$ cat config.mk
export PLATFORM = sky130hd
export DESIGN_NAME = integer_literal_alignment_check
export DESIGN_NICKNAME = d
export VERILOG_FILES = /design/src/rtl/ilac_pkg.sv /design/src/rtl/ilac_parse.sv /design/src/rtl/integer_literal_alignment_check.sv
export SDC_FILE = /design/constraint.sdc
export NUM_CORES = 1
export LEC_CHECK = 0
export BUFFER_PORTS_ARGS = -buffer_cell sky130_fd_sc_hd__buf_2
export CAP_MARGIN = 20
export CELL_PAD_IN_SITES_DETAIL_PLACEMENT = 0
export CELL_PAD_IN_SITES_GLOBAL_PLACEMENT = 1
export CORE_AREA = 2 2 225 227
export DETAILED_ROUTE_END_ITERATION = 6
export DIE_AREA = 0 0 227 229
export PLACE_DENSITY_LB_ADDON = 0.1
export SLEW_MARGIN = 10
export SYNTH_ARGS = -nofsm -noshare
export SYNTH_HDL_FRONTEND = slang
export SYNTH_SLANG_ARGS = --single-unit
$ cat constraint.sdc
create_clock -name clk -period 4.36 [get_ports clk]
set_clock_uncertainty 0.2 [all_clocks]
set_input_delay 0.654 -clock clk [delete_from_list [all_inputs] [get_ports clk]]
set_output_delay 0.654 -clock clk [all_outputs]
set_load 0.1 [all_outputs]
$ cat src/rtl/ilac_pkg.sv
// ----------------------------------------------------------------------------
// ilac_pkg: shared types and constants for the integer literal check
// Parse phases, the parser's control state and the load width codes.
// ----------------------------------------------------------------------------
package ilac_pkg;

	localparam int unsigned VALUE_BITS_DEF = 64;

	// One-hot parse phases
	typedef enum logic [7:0] {
		PH_START  = 8'b0000_0001,
		PH_LEAD   = 8'b0000_0010,
		PH_ZERO   = 8'b0000_0100,
		PH_DEC    = 8'b0000_1000,
		PH_HEX    = 8'b0001_0000,
		PH_FRAC   = 8'b0010_0000,
		PH_SUFFIX = 8'b0100_0000,
		PH_BAD    = 8'b1000_0000
	} phase_t;

	typedef struct packed {
		phase_t phase;
		logic   digit_seen;
	} ctl_t;

	// Load width codes carried in s_tuser
	localparam logic [1:0] LOAD_2W = 2'd0;
	localparam logic [1:0] LOAD_3W = 2'd1;
	localparam logic [1:0] LOAD_4W = 2'd2;

	localparam ctl_t CTL_RESET = '{phase: PH_START, digit_seen: 1'b0};

endpackage

$ cat src/rtl/ilac_parse.sv
// ----------------------------------------------------------------------------
// ilac_parse: next-state logic of the literal parser
// Classifies one character and steps phase, accumulator and digit flag.
// ----------------------------------------------------------------------------
module ilac_parse #(
	parameter int unsigned VALUE_BITS = ilac_pkg::VALUE_BITS_DEF
) (
	input  logic [7:0]            character,
	input  ilac_pkg::ctl_t        ctl_cur,
	input  logic [VALUE_BITS-1:0] acc_cur,
	output ilac_pkg::ctl_t        ctl_nxt,
	output logic [VALUE_BITS-1:0] acc_nxt
);

	localparam logic [7:0] CH_PLUS = 8'h2B;
	localparam logic [7:0] CH_DOT  = 8'h2E;
	localparam logic [7:0] CH_0    = 8'h30;
	localparam logic [7:0] CH_9    = 8'h39;
	localparam logic [7:0] CH_UA   = 8'h41;
	localparam logic [7:0] CH_UF   = 8'h46;
	localparam logic [7:0] CH_LA   = 8'h61;
	localparam logic [7:0] CH_LF   = 8'h66;
	localparam logic [7:0] CH_UL   = 8'h4C;
	localparam logic [7:0] CH_UU   = 8'h55;
	localparam logic [7:0] CH_LL   = 8'h6C;
	localparam logic [7:0] CH_LU   = 8'h75;
	localparam logic [7:0] CH_UX   = 8'h58;
	localparam logic [7:0] CH_LX   = 8'h78;

	logic                  is_dec;
	logic                  is_hex_lo;
	logic                  is_hex_up;
	logic                  is_sfx;
	logic [3:0]            hex_val;
	logic [VALUE_BITS-1:0] dec_acc;
	logic [VALUE_BITS-1:0] hex_acc;
	ilac_pkg::phase_t      after_dig;

	assign is_dec    = (character >= CH_0) && (character <= CH_9);
	assign is_hex_lo = (character >= CH_LA) && (character <= CH_LF);
	assign is_hex_up = (character >= CH_UA) && (character <= CH_UF);
	assign is_sfx    = (character == CH_UL) || (character == CH_UU) ||
	                   (character == CH_LL) || (character == CH_LU);

	always_comb begin
		hex_val = 4'(character - CH_0);
		if (is_hex_lo) begin
			hex_val = 4'(character - CH_LA + 8'd10);
		end else if (is_hex_up) begin
			hex_val = 4'(character - CH_UA + 8'd10);
		end
	end

	// acc * 10 + digit as two shifted copies and the digit, wrapping
	assign dec_acc = (acc_cur << 3) + (acc_cur << 1) +
	                 VALUE_BITS'(character - CH_0);
	assign hex_acc = (acc_cur << 4) | VALUE_BITS'(hex_val);

	always_comb begin
		if (character == CH_DOT) begin
			after_dig = ilac_pkg::PH_FRAC;
		end else if (is_sfx) begin
			after_dig = ilac_pkg::PH_SUFFIX;
		end else begin
			after_dig = ilac_pkg::PH_BAD;
		end
	end

	always_comb begin
		ilac_pkg::phase_t eff;
		eff     = ctl_cur.phase;
		ctl_nxt = ctl_cur;
		acc_nxt = acc_cur;
		// A leading sign is optional; a zero not followed by x continues as decimal
		if (eff == ilac_pkg::PH_START && character != CH_PLUS) begin
			eff = ilac_pkg::PH_LEAD;
		end
		if (eff == ilac_pkg::PH_ZERO && character != CH_UX && character != CH_LX) begin
			eff = ilac_pkg::PH_DEC;
		end
		case (eff)
			ilac_pkg::PH_START: begin
				ctl_nxt.phase = ilac_pkg::PH_LEAD;
			end
			ilac_pkg::PH_LEAD: begin
				if (character == CH_0) begin
					acc_nxt            = '0;
					ctl_nxt.digit_seen = 1'b1;
					ctl_nxt.phase      = ilac_pkg::PH_ZERO;
				end else if (is_dec) begin
					acc_nxt            = dec_acc;
					ctl_nxt.digit_seen = 1'b1;
					ctl_nxt.phase      = ilac_pkg::PH_DEC;
				end else begin
					ctl_nxt.phase = ilac_pkg::PH_BAD;
				end
			end
			ilac_pkg::PH_ZERO: begin
				acc_nxt            = '0;
				ctl_nxt.digit_seen = 1'b0;
				ctl_nxt.phase      = ilac_pkg::PH_HEX;
			end
			ilac_pkg::PH_DEC: begin
				if (is_dec) begin
					acc_nxt            = dec_acc;
					ctl_nxt.digit_seen = 1'b1;
					ctl_nxt.phase      = ilac_pkg::PH_DEC;
				end else begin
					ctl_nxt.phase = after_dig;
				end
			end
			ilac_pkg::PH_HEX: begin
				if (is_dec || is_hex_lo || is_hex_up) begin
					acc_nxt            = hex_acc;
					ctl_nxt.digit_seen = 1'b1;
					ctl_nxt.phase      = ilac_pkg::PH_HEX;
				end else begin
					ctl_nxt.phase = ctl_cur.digit_seen ? after_dig : ilac_pkg::PH_BAD;
				end
			end
			ilac_pkg::PH_FRAC: begin
				if (character == CH_0) begin
					ctl_nxt.phase = ilac_pkg::PH_FRAC;
				end else if (is_sfx) begin
					ctl_nxt.phase = ilac_pkg::PH_SUFFIX;
				end else begin
					ctl_nxt.phase = ilac_pkg::PH_BAD;
				end
			end
			ilac_pkg::PH_SUFFIX: begin
				ctl_nxt.phase = is_sfx ? ilac_pkg::PH_SUFFIX : ilac_pkg::PH_BAD;
			end
			default: begin
				ctl_nxt.phase = ilac_pkg::PH_BAD;
			end
		endcase
	end

endmodule

$ cat src/rtl/integer_literal_alignment_check.sv
// ----------------------------------------------------------------------------
// integer_literal_alignment_check: streaming integer literal parser
// Parses one literal per frame and flags values that break load alignment.
// ----------------------------------------------------------------------------
// The literal arrives one character per word on the slave side, the final
// character marked by s_tlast, with the load width code in s_tuser on that
// word. The block takes one word every cycle while s_tready is high: the
// per-character step (class decode plus a shift-add of the accumulator) is
// combinational in ilac_parse, so throughput is then one character per cycle
// with no gaps between literals. A result enters the result register if it
// is free or being taken, else the skid register; this two-entry stage keeps
// s_tready high through a master-side stall until a second
// finished result has to wait behind the first; only then does s_tready drop,
// and it rises again the cycle after the master side takes a word. An
// optional '+', decimal or 0x/0X hex digits, a dot followed only by zeros, and
// u/U/l/L suffixes are accepted; anything else marks the literal invalid,
// which forces the value and the misaligned flag to zero. The value wraps
// modulo 2^VALUE_BITS. Alignment is 8 bytes for two-word loads and 16 bytes
// for three- and four-word loads; the unused load code never flags.
// ----------------------------------------------------------------------------
module integer_literal_alignment_check #(
	parameter int unsigned VALUE_BITS = ilac_pkg::VALUE_BITS_DEF
) (
	input  logic        clk,
	input  logic        arst_n,
	input  logic        s_tvalid,
	output logic        s_tready,
	input  logic [7:0]  s_tdata,   // [7:0] character
	input  logic        s_tlast,   // last_char
	input  logic [1:0]  s_tuser,   // [1:0] load_kind
	output logic        m_tvalid,
	input  logic        m_tready,
	output logic [63:0] m_tdata,   // [63:0] literal_value
	output logic [1:0]  m_tuser    // [0] literal_valid, [1] misaligned
);

	ilac_pkg::ctl_t        ctl_q;
	logic [VALUE_BITS-1:0] acc_q;
	ilac_pkg::ctl_t        ctl_nxt;
	logic [VALUE_BITS-1:0] acc_nxt;

	logic        accept;
	logic        push;
	logic        pop;
	logic        res_valid;
	logic [63:0] res_value;
	logic        res_misal;

	logic        out_valid_q;
	logic [63:0] out_value_q;
	logic [1:0]  out_flags_q;
	logic        skid_valid_q;
	logic [63:0] skid_value_q;
	logic [1:0]  skid_flags_q;

	ilac_parse #(
		.VALUE_BITS(VALUE_BITS)
	) u_parse (
		.character(s_tdata),
		.ctl_cur  (ctl_q),
		.acc_cur  (acc_q),
		.ctl_nxt  (ctl_nxt),
		.acc_nxt  (acc_nxt)
	);

	assign s_tready = !skid_valid_q;
	assign accept   = s_tvalid && s_tready;
	assign push     = accept && s_tlast;
	assign pop      = out_valid_q && m_tready;

	// Result of the literal ending with this character
	assign res_valid = ctl_nxt.digit_seen &&
	                   ctl_nxt.phase != ilac_pkg::PH_START &&
	                   ctl_nxt.phase != ilac_pkg::PH_LEAD &&
	                   ctl_nxt.phase != ilac_pkg::PH_BAD;
	assign res_value = res_valid ? 64'(acc_nxt) : 64'd0;

	always_comb begin
		case (s_tuser)
			ilac_pkg::LOAD_2W: res_misal = res_valid && (|res_value[2:0]);
			ilac_pkg::LOAD_3W,
			ilac_pkg::LOAD_4W: res_misal = res_valid && (|res_value[3:0]);
			default:           res_misal = 1'b0;
		endcase
	end

	// Parser state: advance on each word, return to start after the last one
	always_ff @(posedge clk or negedge arst_n) begin
		if (!arst_n) begin
			ctl_q <= ilac_pkg::CTL_RESET;
			acc_q <= '0;
		end else if (accept) begin
			if (s_tlast) begin
				ctl_q <= ilac_pkg::CTL_RESET;
				acc_q <= '0;
			end else begin
				ctl_q <= ctl_nxt;
				acc_q <= acc_nxt;
			end
		end
	end

	// Output register with skid stage
	always_ff @(posedge clk or negedge arst_n) begin
		if (!arst_n) begin
			out_valid_q  <= 1'b0;
			skid_valid_q <= 1'b0;
		end else if (pop || !out_valid_q) begin
			if (skid_valid_q) begin
				out_valid_q  <= 1'b1;
				skid_valid_q <= 1'b0;
			end else begin
				out_valid_q <= push;
			end
		end else if (push) begin
			skid_valid_q <= 1'b1;
		end
	end

	always_ff @(posedge clk) begin
		if (pop || !out_valid_q) begin
			if (skid_valid_q) begin
				out_value_q <= skid_value_q;
				out_flags_q <= skid_flags_q;
			end else if (push) begin
				out_value_q <= res_value;
				out_flags_q <= {res_misal, res_valid};
			end
		end else if (push) begin
			skid_value_q <= res_value;
			skid_flags_q <= {res_misal, res_valid};
		end
	end

	assign m_tvalid = out_valid_q;
	assign m_tdata  = out_value_q;
	assign m_tuser  = out_flags_q;

`ifndef SYNTHESIS
	// The skid entry is only ever filled behind a waiting result
	a_skid_behind_out: assert property (@(posedge clk) disable iff (!arst_n)
		skid_valid_q |-> out_valid_q)
		else $error("skid entry held without a result in the output register");

	// Misaligned is only reported for a valid literal
	a_misal_needs_valid: assert property (@(posedge clk) disable iff (!arst_n)
		m_tvalid && m_tuser[1] |-> m_tuser[0])
		else $error("misaligned flagged on an invalid literal");

	// An invalid literal reports a zero value
	a_invalid_zero: assert property (@(posedge clk) disable iff (!arst_n)
		m_tvalid && !m_tuser[0] |-> m_tdata == 64'd0)
		else $error("invalid literal with nonzero value");

	// The parser restarts after each last character
	a_restart: assert property (@(posedge clk) disable iff (!arst_n)
		accept && s_tlast |=> ctl_q.phase == ilac_pkg::PH_START && !ctl_q.digit_seen)
		else $error("parser did not restart after the last character");

	// A result accepted into an empty output stage shows up next cycle
	a_result_lands: assert property (@(posedge clk) disable iff (!arst_n)
		push && !out_valid_q |=> m_tvalid)
		else $error("result of a last character was lost");
`endif

endmodule

==> impl_metrics.json, run 1 <==
{
  "clock_latency_ns": 0.53,
  "grt.overflow.total": 0,
  "final_cell_mix": "457 x buf_4, 184 x nand2_1, 132 x edfxtp_1",
  "io_buffers": 82,
  "crit_required_ns": 4.44,
  "postSynthCellCount": 1554,
  "synth_fp_nets": 1702,
  "core_area_um2": 49700,
  "placed_area_um2": 19500,
  "place_hpwl_um": 43900,
  "critPathKind": "in -> reg",
  "critPathArrivalTime_ns": 4.48,
  "slew_viol_final": 0,
  "area_delta_synth_final_pct": 50.3,
  "worstSetupStartpointType": "input pin",
  "critPathTopFamily": "compound AO/OA/AOI/OAI gates",
  "max-cap-violations": 0,
  "worstPathMaxFanout": 5,
  "grt_usage": 0.225,
  "hold_viol": 0,
  "drive_above_1_share": 0.423,
  "worstSetupEndpointType": "register",
  "htree_levels": 1,
  "holdBufCountCts": 0,
  "die_width_um": 227,
  "synth-warning-count": 0,
  "synth-seq-cells": 207,
  "initial_core_util": 0.297,
  "worst-path-buf-inv": 6,
  "fin_crit_sh": 1.01,
  "final_common_cell": "buf_4",
  "rsz0062_at_grt": "true",
  "firstDrtPassIters": 6,
  "ys_types": 77,
  "grt_pass1_wl_um": 89000,
  "gp_congestion": 0.889,
  "period_needed_ns": 4.40,
  "numCtsBuffers": 23,
  "synth_edf_count": 132,
  "cts_root_buf": "clkbuf_16",
  "setup_viol": 4,
  "ant_nets": 0,
  "tightestPinTransition_ns": 0.900,
  "nets": 2208,
  "drtIter0Drc": 1018,
  "powerDensity_nw_per_um2": 257,
  "crit_path_top_delay_cell": "fa_1",
  "fmax_ghz": 0.227,
  "whs_ns": 0.0369,
  "num_rows": 82,
  "min_path_type": "in -> async",
  "dieArea_um2": 52000,
  "viasPerCell": 5.24,
  "synth-main-ff-cell": "edfxtp_1",
  "wl_per_cell_um": 21.5,
  "slew_headroom": 0.400,
  "syn_avg_cell_area_um2": 9.49,
  "slowest_delay_ns": 0.51,
  "r2r_slack_ns": 0.21,
  "grt_start_max_net_pins": 66,
  "syn_area_um2": 14800,
  "ir_drop_mv": 0.156,
  "status": "finished, violations left",
  "die_y_um": 229,
  "top_level_ports": 83,
  "leakage_nw": 9.24,
  "drc": 0,
  "cts.reportedPaths.clkPinSlew_ns": 0.06,
  "clockBufferDepth": 3,
  "path_cells": "buf_6 > ha_4 > nor3_4 > buf_6 > buf_12 > buf_16 > buf_4 > fa_1 > ha_4 > nand2_2 > or4_4 > a211o_1 > nand4_1 > buf_12 > a21oi_4 > o21a_1 > o21ai_2 > xnor2_2 > o221a_2 > nor2_4 > a22o_1",
  "timing.rr.start": "acc_q[17]",
  "power_w": 0.00571,
  "setup_slack_ns": -0.0434,
  "fin_area_um2": 22200,
  "routed_wl_um": 59100,
  "violations": "negative setup slack",
  "dr_total_vias": 14400,
  "cts_tree": "built",
  "utilization": 0.446,
  "antenna_found_initial": 0,
  "r2r-end": "m_tdata[53]",
  "clock-sinks": 207,
  "reg2reg_depth": 14,
  "synth-async-reset-ratio": 0.362,
  "ys_seq_area_frac": 0.396,
  "first_global_vias": 14100
}
routing by layer:
| metal | vias to the layer above | track usage | routed length, um |
|---|---|---|---|
| met1 | 7211 | 0.353 | 30000 |
| li1 | 6802 | - | - |
| met2 | 368 | 0.334 | 25700 |
| met4 | 0 | 0.0372 | 635 |
| met3 | 37 | 0.0235 | 2760 |
| met5 | - | 0 | 0 |
registers in the layout (all words and copies together) (netlist names):
name / cells
acc_q: 64
ctl_q: 9
m_tdata: 64
m_tuser: 2
m_tvalid: 1
skid_flags_q: 2
skid_valid_q: 1
skid_value_q: 64
worst register-to-register path: stages (launching register included):
cell and delay [ns]:
dfrtp_1 0.51, fa_1 0.54, ha_2 0.38, nand2_4 0.10, or4_4 0.54, a211o_1 0.26
nand4_1 0.13, buf_12 0.15, a21oi_4 0.07, o21a_1 0.19, o21ai_2 0.16, xnor2_2 0.18
o221a_2 0.28, nor2_4 0.04, a22o_1 0.18
cell families (layout without fill, tap and decap cells):
kind of cell,after synthesis,after routing,share of synthesized area
AO/OA/AOI/OAI,546,546,0.239
AND/OR/NAND/NOR,474,474,0.142
flip-flops,207,207,0.396
adder cells (fa/ha/maj),133,133,0.144
buffers and inverters,119,641,0.0316
XOR/XNOR,56,56,0.0332
multiplexers,19,19,0.0143
other,0,1,0
timing repair:
item	4_1_cts	5_1_grt
gates resized for setup	98	159
endpoints found under the setup margin	81	91
cloned	4	0
setup buffers	26	33
pin swaps	60	67
cells in the mapped netlist, drive strengths merged (9+ instances only):
cell    count  area [um2]
nand2     200         751
o21ai     147         736
a21oi     145         726
nor2      139         522
edfxtp    132        3960
clkbuf     76         285
dfrtp      74        1850
ha         72         901
fa         61        1220
o31ai      38         285
xor2       33         289
a22o       31         272
a21o       26         195
a221oi     23         208
inv        23        86.3
nand4      23         144
nor3       23         120
xnor2      23         201
a31oi      21         131
nand3      21         105
buf        20        95.1
mux2       17         191
o22ai      17         106
and3       14        87.6
nand2b     13        88.8
a211oi     11         100
a221o      11         110
and2       10        62.6
o21a       10        75.1
nor4        9        56.3
o211ai      9        67.6
power by group:
part | switching [W] | total, W | internal, W
clock | 0.000836 | 0.00188 | 0.00105
sequential | 0.0000620 | 0.00222 | 0.00216
combinational | 0.00100 | 0.00160 | 0.000596
total | 0.00190 | 0.00571 | 0.00380
area by class of cell:
type | count | area (um2)
Clock buffer | 31 | 606
Inverter | 23 | 86.3
Fill cell | 4884 | 27500
Antenna cell | 1 | 2.50
Clock inverter | 10 | 93.8
Multi-Input combinational cell | 1228 | 10200
Tap cell | 672 | 841
Sequential cell | 207 | 5840
Timing Repair Buffer | 577 | 4460
how the worst max path moves through the flow:
stage,startpoint,to,slack (ns),cells past startpoint
floorplan,s_tdata[4],m_tdata[53],-2.04,17
global placement,s_tdata[4],m_tdata[56],-0.94,20
detailed placement,s_tdata[4],m_tdata[56],-0.98,19
CTS,s_tdata[4],m_tdata[53],-0.10,19
global route,s_tdata[4],acc_q[53],-0.17,21
finish,s_tdata[5],m_tdata[53],-0.04,21
through the flow:
stage          std cells  TNS [ns]  setup slack (ns)
2_1_floorplan       1554   -255.68             -2.04
3_3_place_gp        2647    -75.48            -0.936
3_5_place_dp        2647    -80.02            -0.985
4_1_cts             2717    -0.196            -0.104
5_1_grt             2748     -3.08            -0.166
6_report            2749   -0.0885           -0.0434
No activity file was read; power rests on OpenSTA's default activity.
==> inputs of run 2 (changes only) <==
--- a/config.mk
+++ b/config.mk
@@ -12,6 +12,8 @@
 export CORE_AREA = 2 2 225 227
 export DETAILED_ROUTE_END_ITERATION = 6
 export DIE_AREA = 0 0 227 229
+export HOLD_SLACK_MARGIN = 0.1
+export MAX_ROUTING_LAYER = met4
 export PLACE_DENSITY_LB_ADDON = 0.1
 export SLEW_MARGIN = 10
 export SYNTH_ARGS = -nofsm -noshare
==> impl_metrics.json, run 2 (synthesis results as in run 1) <==
{
  "ant_nets": 0,
  "worstSetupEndpointType": "register",
  "grt_pass1_wl_um": 89500,
  "leakage_nw": 9.25,
  "fin_crit_sh": 1.03,
  "routed_wl_um": 59100,
  "wl_per_cell_um": 21.6,
  "slew_headroom": 0.414,
  "slew_viol_final": 0,
  "period_needed_ns": 4.49,
  "fillerInstances": 4868,
  "cts_root_buf": "clkbuf_16",
  "powerDensity_nw_per_um2": 267,
  "tightestPinTransition_ns": 0.879,
  "drc": 0,
  "clockBufferDepth": 3,
  "dieArea_um2": 52000,
  "cts.reportedPaths.clkPinSlew_ns": 0.06,
  "hold_viol": 0,
  "pwr-share-comb": 0.265,
  "worstPathMaxFanout": 8,
  "core_area_um2": 49700,
  "die_width_um": 227,
  "violations": "negative setup slack",
  "holdPathStages": 2,
  "p_sw_w": 0.00193,
  "num_rows": 82,
  "critPathArrivalTime_ns": 4.54,
  "dr_total_vias": 14400,
  "min_path_type": "reg -> reg",
  "viasPerCell": 5.26,
  "grt_usage": 0.233,
  "antenna_found_initial": 1,
  "crit_required_ns": 4.41,
  "drtIter0Drc": 1160,
  "power_w": 0.00595,
  "worstSetupStartpointType": "input pin",
  "die_y_um": 229,
  "fmax_ghz": 0.223,
  "power.share.sequential": 0.375,
  "first_global_vias": 14100,
  "initial_core_util": 0.297,
  "place_hpwl_um": 43500,
  "firstDrtPassIters": 6,
  "top_level_ports": 83,
  "grt_start_max_net_pins": 67,
  "clock_latency_ns": 0.54,
  "nets": 2193,
  "setup_viol": 17,
  "cts_tree": "built",
  "grt.overflow.total": 0,
  "swShare": 0.325,
  "dp_cells": 2630,
  "final_cell_mix": "441 x buf_4, 185 x nand2_1, 132 x edfxtp_1",
  "finalNonFillerCells": 2736,
  "clock-sinks": 207,
  "status": "finished, violations left",
  "htree_levels": 1,
  "pwr-share-clk": 0.360,
  "rsz0062_at_grt": "true",
  "reg2reg_depth": 16,
  "critPathKind": "in -> reg",
  "max-cap-violations": 0,
  "p_int_w": 0.00401,
  "drive_above_1_share": 0.430,
  "area_delta_synth_final_pct": 51.0,
  "numCtsBuffers": 24,
  "setup_slack_ns": -0.125,
  "final_common_cell": "buf_4",
  "ir_drop_mv": 0.188,
  "io_buffers": 82,
  "gp_congestion": 0.861
}
-- run 2: path summary, 6_finish.rpt --
path | slack (ns) | endpoint | start
setup / recovery | -0.13 | m_tdata[37] | s_tdata[4]
hold / removal | 0.31 | ctl_q[1] | ctl_q[1]
setup reg to reg | 0.06 | m_tdata[37] | acc_q[16]
hold reg to reg | 0.31 | ctl_q[1] | ctl_q[1]
max in group asynchronous | 2.59 | acc_q[1] | arst_n
min in group asynchronous | 0.54 | acc_q[8] | arst_n
-- run 2: area by class of cell --
cell class	count	area, um2	share of cell area
Sequential cell	207	5840	0.262
Clock buffer	33	717	0.0322
Inverter	23	88.8	0.00399
Timing Repair Buffer	561	4320	0.194
Tap cell	672	841	0.0377
Antenna cell	1	2.50	0.000112
Clock inverter	11	124	0.00556
Multi-Input combinational cell	1228	10300	0.464
-- run 2: critical path, stage by stage --
cell and delay (ns):
buf_6 0.10, ha_4 0.16, nor3_4 0.15, buf_12 0.16
buf_16 0.16, fa_2 0.47, ha_4 0.32, nand4_1 0.14
or4_4 0.50, a211o_1 0.31, nand4_1 0.14, buf_12 0.14
buf_6 0.11, a31oi_4 0.07, o21a_1 0.19, buf_4 0.13
buf_6 0.12, xnor2_4 0.13, a21oi_2 0.16, buf_6 0.15
o31ai_4 0.05
-- run 2: power groups by stage --
stage                     registers (W)  clock network [W]  logic, W
after floorplan                 0.00251                  0  0.000568
after global placement          0.00227                  0   0.00136
after detailed placement        0.00227                  0   0.00136
after CTS                       0.00223            0.00219   0.00148
after global routing            0.00224            0.00227   0.00168
final                           0.00223            0.00214   0.00158
-- run 2: per-layer routing --
| metal | part of all wire | track usage |
|---|---|---|
| met2 | 0.43 | 0.332 |
| met3 | 0.048 | 0.0212 |
| met1 | 0.50 | 0.356 |
| met5 | 0 | - |
| met4 | 0.017 | 0.0470 |
-- run 2: timing repair --
item	CTS	global route
pin swaps	86	101
hold endpoints to repair	55	0
gates resized for setup	132	154
setup buffers	38	28
setup endpoints to repair	78	88
gates cloned	3	0
hold buffers	1	0
-- run 2: stage by stage --
step / hold slack, ns / util / instance area (um2) / setup WS [ns] / setup TNS [ns]
after floorplan: 0.158 / - / 15300 / -2.04 / -255.68
after global placement: 0.296 / 0.390 / 19300 / -1.10 / -75.97
after detailed placement: 0.299 / 0.390 / 19300 / -1.09 / -79.43
after CTS: 0.288 / 0.430 / 21300 / -0.185 / -0.659
after global routing: 0.334 / 0.449 / 22300 / -0.236 / -3.63
final: 0.308 / 0.449 / 22300 / -0.125 / -0.877
